$ cat src/hdl/free_page_list_allocator_assert.svh
// ----------------------------------------------------------------------------
// free_page_list_allocator_assert.svh
// Assertion macros for the free page list allocator.
// ----------------------------------------------------------------------------
`ifndef FREE_PAGE_LIST_ALLOCATOR_ASSERT_SVH
`define FREE_PAGE_LIST_ALLOCATOR_ASSERT_SVH

`ifndef NO_ASSERTIONS

// Antecedent true implies consequent true in the same cycle
`define FPLA_ASSERT_IMPLY(label, clk, rst_n, ante, cons) \
    label: assert property (@(posedge clk) disable iff (!(rst_n)) (ante) |-> (cons)) \
        else $error("assertion failed: same-cycle implication");

// Antecedent true implies consequent true in the next cycle
`define FPLA_ASSERT_NEXT(label, clk, rst_n, ante, cons) \
    label: assert property (@(posedge clk) disable iff (!(rst_n)) (ante) |=> (cons)) \
        else $error("assertion failed: next-cycle implication");

`else

`define FPLA_ASSERT_IMPLY(label, clk, rst_n, ante, cons)
`define FPLA_ASSERT_NEXT(label, clk, rst_n, ante, cons)

`endif

`endif

$ cat src/hdl/fpla_pkg.sv
// ----------------------------------------------------------------------------
// fpla_pkg
// Shared constants, codes and controller/datapath interface types for the
// free page list allocator.
// ----------------------------------------------------------------------------
package fpla_pkg;

    // Table geometry
    localparam int MAX_PAGES     = 4096;
    localparam int INITIAL_PAGES = 256;
    localparam int INIT_COUNT    = (INITIAL_PAGES > MAX_PAGES) ? MAX_PAGES : INITIAL_PAGES;
    localparam int PAGE_W        = 12;
    localparam int COUNT_W       = 13;
    localparam int ADDR_W        = $clog2(MAX_PAGES);

    // Command codes on the input channel
    localparam logic CMD_ALLOC = 1'b0;
    localparam logic CMD_FREE  = 1'b1;

    // Result status codes
    typedef enum logic [1:0] {
        ST_OK       = 2'd0,
        ST_NO_SPACE = 2'd1,
        ST_BAD_PAGE = 2'd2
    } t_status;

    // Controller states
    typedef enum logic [2:0] {
        S_CLEAR,
        S_IDLE,
        S_EXEC,
        S_GROW,
        S_SETTLE,
        S_POP
    } t_state;

    // Controller to datapath commands
    typedef struct packed {
        logic accept;      // latch the input transaction
        logic grow_init;   // load the link walk for a doubling
        logic step;        // write one link and move the walk down
        logic do_free;     // push the latched page
        logic do_bad;      // report a bad page
        logic do_nospace;  // report no space to grow
        logic do_pop;      // pop the head and report it
    } t_dp_cmd;

    // Datapath to controller status
    typedef struct packed {
        logic is_free;     // latched command is a free
        logic bad_page;    // latched page is 0 or not below the count
        logic empty;       // free list is empty
        logic no_space;    // doubling would pass the capacity
        logic last;        // walk is at its final entry
        logic out_free;    // output register can take a result
    } t_dp_sts;

endpackage

$ cat src/hdl/fpla_ctrl.sv
// ----------------------------------------------------------------------------
// fpla_ctrl
// Sequencing state machine: clearing pass, command decode, growth walk and
// result hand-off.
// ----------------------------------------------------------------------------
module fpla_ctrl (
    input  logic              i_clk,
    input  logic              i_rst_n,
    input  logic              i_in_valid,
    output logic              o_in_stall,
    input  fpla_pkg::t_dp_sts i_sts,
    output fpla_pkg::t_dp_cmd o_cmd
);

    fpla_pkg::t_state r_state;
    fpla_pkg::t_state n_state;

    // State register
    always_ff @(posedge i_clk) begin
        if (!i_rst_n) begin
            r_state <= fpla_pkg::S_CLEAR;
        end else begin
            r_state <= n_state;
        end
    end

    // Next state
    always_comb begin
        n_state = r_state;
        case (r_state)
            fpla_pkg::S_CLEAR: begin
                if (i_sts.last) n_state = fpla_pkg::S_IDLE;
            end
            fpla_pkg::S_IDLE: begin
                if (i_in_valid) n_state = fpla_pkg::S_EXEC;
            end
            fpla_pkg::S_EXEC: begin
                if (!i_sts.is_free && i_sts.empty && !i_sts.no_space) begin
                    n_state = fpla_pkg::S_GROW;
                end else if (i_sts.out_free) begin
                    n_state = fpla_pkg::S_IDLE;
                end
            end
            fpla_pkg::S_GROW: begin
                if (i_sts.last) n_state = fpla_pkg::S_SETTLE;
            end
            fpla_pkg::S_SETTLE: begin
                n_state = fpla_pkg::S_POP;
            end
            fpla_pkg::S_POP: begin
                if (i_sts.out_free) n_state = fpla_pkg::S_IDLE;
            end
            default: begin
                n_state = fpla_pkg::S_CLEAR;
            end
        endcase
    end

    // Outputs
    always_comb begin
        o_cmd      = '0;
        o_in_stall = 1'b1;
        case (r_state)
            fpla_pkg::S_CLEAR: begin
                o_cmd.step = 1'b1;
            end
            fpla_pkg::S_IDLE: begin
                o_in_stall   = 1'b0;
                o_cmd.accept = i_in_valid;
            end
            fpla_pkg::S_EXEC: begin
                if (i_sts.is_free) begin
                    o_cmd.do_bad  = i_sts.out_free && i_sts.bad_page;
                    o_cmd.do_free = i_sts.out_free && !i_sts.bad_page;
                end else if (i_sts.empty) begin
                    o_cmd.do_nospace = i_sts.out_free && i_sts.no_space;
                    o_cmd.grow_init  = !i_sts.no_space;
                end else begin
                    o_cmd.do_pop = i_sts.out_free;
                end
            end
            fpla_pkg::S_GROW: begin
                o_cmd.step = 1'b1;
            end
            fpla_pkg::S_SETTLE: begin
                o_cmd = '0;
            end
            fpla_pkg::S_POP: begin
                o_cmd.do_pop = i_sts.out_free;
            end
            default: begin
                o_cmd = '0;
            end
        endcase
    end

endmodule

$ cat config.mk
export PLATFORM = sky130hd
export DESIGN_NAME = fpla_ctrl
export DESIGN_NICKNAME = d
export VERILOG_FILES = /design/src/hdl/free_page_list_allocator_assert.svh /design/src/hdl/fpla_pkg.sv /design/src/hdl/fpla_ctrl.sv
export SDC_FILE = /design/constraint.sdc
export NUM_CORES = 1
export LEC_CHECK = 0
export BUFFER_PORTS_ARGS = -buffer_cell sky130_fd_sc_hd__buf_2
export CORE_AREA = 4 4 41 43
export DETAILED_ROUTE_END_ITERATION = 8
export DIE_AREA = 0 0 45 47
export GPL_ROUTABILITY_DRIVEN = 0
export HOLD_SLACK_MARGIN = 0.08
export SETUP_SLACK_MARGIN = 0.02
export SLEW_MARGIN = 5
export SYNTH_ARGS = -nofsm -noshare
export SYNTH_HDL_FRONTEND = slang
export SYNTH_SLANG_ARGS = --single-unit
$ cat constraint.sdc
create_clock -name i_clk -period 2.1 [get_ports i_clk]
set_input_delay 0.21 -clock i_clk [delete_from_list [all_inputs] [get_ports i_clk]]
set_output_delay 0.21 -clock i_clk [all_outputs]
set_load 0.02 [all_outputs]
---- Word level (Yosys, flattened, before mapping) ----
Cells that the tools add are included.
storage, ports and cells
  register bits after elaboration ......... 3
  input bits .............................. 9
operators by class
  muxes and demuxes ....................... 18
  equal/unequal tests ..................... 8
  reductions and logical operators ........ 11
operators with widths
  operator                                                          count
  3-bit two-way mux                                                 6
  3-bit one-hot mux with 6 select lines                             1
  1-bit two-way mux                                                 8
  3-bit by 2-bit == test with 1-bit output (second input constant)  2
  3-bit == test (second input constant)                             2
  2-bit != test (second input constant)                             3
  1-bit logical AND                                                 5
  2-bit two-way mux                                                 2
  3-bit by 1-bit == test with 1-bit output (second input constant)  1
  1-bit zero test                                                   3
  3-bit zero test                                                   1
  3-bit AND reduction                                               1
  1-bit one-hot mux with 2 select lines                             1
  2-bit OR reduction                                                1

---- Logic depth before layout (Yosys ltp) ----
  depth in word-level cells ............... 5
  mapped depth ............................ 5
  depth with buffers taken out ............ 4

---- Least setup slack after synthesis ----
OpenSTA, ideal clock, no wires.
  kind .................................... input to output
  from .................................... input port i_sts[5] (netlist bit)
  to ...................................... output port o_cmd[5] (netlist bit)
  path slack .............................. 540 ps
  arrival time ............................ 1350 ps
  stages on the path ...................... 2
  path through ............................ or3b_4 > nor4b_1
RTL lines
  what                line             RTL
  start: declaration  fpla_ctrl.sv:11  input fpla_pkg::t_dp_sts i_sts,
  end: declaration    fpla_ctrl.sv:12  output fpla_pkg::t_dp_cmd o_cmd

==> impl_results.md <==
- Run status: finished, final reports clean
- Number of diodes: 0
- Critical setup path kind: reg2out
- Min-delay worst type: in2reg
- Placeable Area: 1301 µm²
- Number of placement rows: 13
- Ordered cell list for the critical path: nor3b_2 > nand2_1 > nor3b_2 > buf_2
- Mean post-synth cell area: 7.507 µm²
- Crit start category: flop
- Largest Register: r_state
- Largest buffer count on any clock path: 2
- Routed via count divided by cell count: 4.961
- Final WS setup: 0.3433 ns
- Switching share of power: 0.4278
- Part of the total power dissipated in sequential elements: 0.282
- Clock tree from TritonCTS: yes
- Cell internal power dissipation: 0.2138 mW
- Gate count after technology mapping: 44
- Area of the die: 2115 µm²
- Clock period minus worst slack: 1.757 ns
- Number of maximum-capacitance violations: 0
- Achievable frequency: 569.3 MHz
- # nets final: 71
- Worst slew pin tran: 0.4134 ns
- Fin. max-slew vios: 0
- Total vias in the final route: 377
- Top-level I/O count: 17
- Worst endpoint required time: 1.89 ns
- Final cell utilization of the core: 0.3365
- Crit-path slowest cell: sky130_fd_sc_hd__dfxtp_1
- Crit path largest cell delay: 0.56 ns
- Iteration-0 DRC count of the detailed router: 10
- CTS root buf: sky130_fd_sc_hd__clkbuf_4
- Max FFs per register: 3
- Critical path arrival: 1.55 ns
- Final clock period utilization by the worst path: 0.8365
- Most common cell type on the critical path: sky130_fd_sc_hd__nor3b_2
- Half-perimeter wire length of the detailed placement result: 647.8 µm
- Setup repair after global routing missed its margin: false
- Detailed-router iteration count before antenna repair: 4
- Cts hold-fix bufs: 0
- Synth cell types: 23
- Buffering stage count on the worst path with inverters included: 1
- Final routed wire length divided by cell count: 10.75 µm
- Total power: 0.3737 mW
- Final count of negative-setup-slack endpoints: 0
- Type of element capturing the critical path: primary output
- Buffers added on ports: 16
- Clock edge transition at the registers on the reported setup and hold paths: 0.04 ns
- Pin count of the biggest net entering global routing: 16
- Worst-Skew Late Latency: 0.23 ns
- Setup Fix Bufs, Post-CTS: 0
- Clock buffer count from CTS: 3
- Leading registers by flop count: r_state: 3 flops
- Leakage power of the design: 0.1850 nW
- First-pass GRT wire length: 1393 µm
- Number of fill cells in the layout: 159
- TritonCTS Sinks: 3
- Fraction of the yosys area taken by sequential cells: 0.1818
- Residual antenna-violating net count after detailed routing: 0
- Synthesis-to-finish area growth: 32.58%
- Total routing resource utilization after global routing: 0.08991
- Syn Nets: 53
- Residual DRC: 0
- Maximum fanout encountered on the critical timing path: 15
- Flip-flop and latch count after synthesis: 3
- Worst hold slack across all endpoints: 0.2731 ns
- Switching power of the nets: 0.1599 mW
- Starting density of the core: 0.2538
- Fraction of layout instances using a drive strength above 1: 0.3934
- Number of antenna violations at the first check in global routing: 0
- Delay-heaviest family, CP: simple AND/OR/NAND/NOR gates
- Proportion of power drawn by the clock network: 0.264
- Ys Warns: 0
- Slew HR: 0.7240
- Area of the mapped netlist: 330.3 µm²
- Setup WS pre-CTS: 0.6007 ns
- Skew final: 0.001850 ns
- H-tree levels: 1
- Part of the total power dissipated in combinational logic: 0.454
- Count of instances resized after the clock tree is built: 0
- Detailed-route wire length: 817 µm
- Height of the die: 47 µm
- Peak supply drop: 0.3395 mV
- Post-route setup TNS: 0 ns
- PD cells: 853.4 nW/µm²
- Hold Vio Cnt, Final: 0
- Overflow left after global routing: 0
- Die boundary width: 45 µm
- Vias in the first global route: 341
Yosys cell counts, drive strengths merged:
cell,n,area (µm²)
nand4b,3,26.28
or3b,1,11.26
xor2,1,8.760
nand2,4,15.01
o2111ai,1,8.760
nand3b,3,22.52
nand2b,3,18.77
nor4b,1,8.760
o21ai,3,15.01
nor3b,2,25.02
dfxtp,3,60.06
and4,1,10.01
a21oi,2,10.01
buf,3,17.52
nor2,5,18.77
a21boi,1,7.510
a31oi,1,6.260
nand3,1,10.01
o31ai,1,7.510
nor2b,3,18.77
inv,1,3.750
logic make-up after synthesis:
family / count (synthesis) / share of synthesized area
flops: 3 / 0.1818
buf+inv: 4 / 0.06439
simple gates: 27 / 0.5606
compound gates: 9 / 0.1667
xor+xnor: 1 / 0.02652
placed cells by master, fill, tap and decap left out, drive strengths merged, types with 2 or more instances in the layout:
cell type,instances
o21ai,3
dfxtp,3
clkbuf,4
nand3b,3
nor2,5
nand2b,3
nand4b,3
nor3b,2
nor2b,3
nand2,4
buf,16
a21oi,2
power by group through the flow:
stage / Clock, mW / Sequential, mW / Combinational (mW)
finish: 0.0988 / 0.105 / 0.169
detailed placement: 0 / 0.106 / 0.171
global route: 0.113 / 0.110 / 0.192
CTS: 0.104 / 0.105 / 0.171
global placement: 0 / 0.106 / 0.170
floorplan: 0 / 0.0756 / 0.156
stage by stage:
step	std cells	cell area [µm²]
after floorplan	44	330.3
after CTS	76	437.9
after detailed placement	72	411.6
after global placement	72	411.6
after global routing	76	437.9
final	76	437.9
worst reg2reg max path, delay by kind of cell (launching register included):
family           cells  cell delay (ns)
AO/OA/AOI/OAI        1             0.06
flip-flops           1             0.51
AND/OR/NAND/NOR      2             0.49
per-layer routing:
layer	vias to the layer above	wire length, µm	track usage
met5	-	0	0
met4	0	0	0.01754
met2	8	420	0.1441
met3	0	28	0.04598
met1	177	368	0.1086
li1	192	-	-
path summary, 6_finish.rpt:
path / cells past startpoint / slack (ns) / to / startpoint
setup / recovery: 4 / 0.34 / o_cmd[3] / r_state[1]
hold / removal: 2 / 0.27 / r_state[2] / i_rst_n
setup reg to reg: 3 / 0.92 / r_state[0] / r_state[0]
hold reg to reg: 2 / 0.68 / r_state[1] / r_state[1]
final cells by class:
cell class,count,area [µm²],share of cell area
clock buffers,4,26.28,0.06000
inverters,1,3.754,0.008571
multi-input cells,37,249.0,0.5686
flip-flops and latches,3,60.06,0.1371
well taps,15,18.77,0.04286
repair buffers,16,80.08,0.1829
Power figures use the tool's default switching activity.
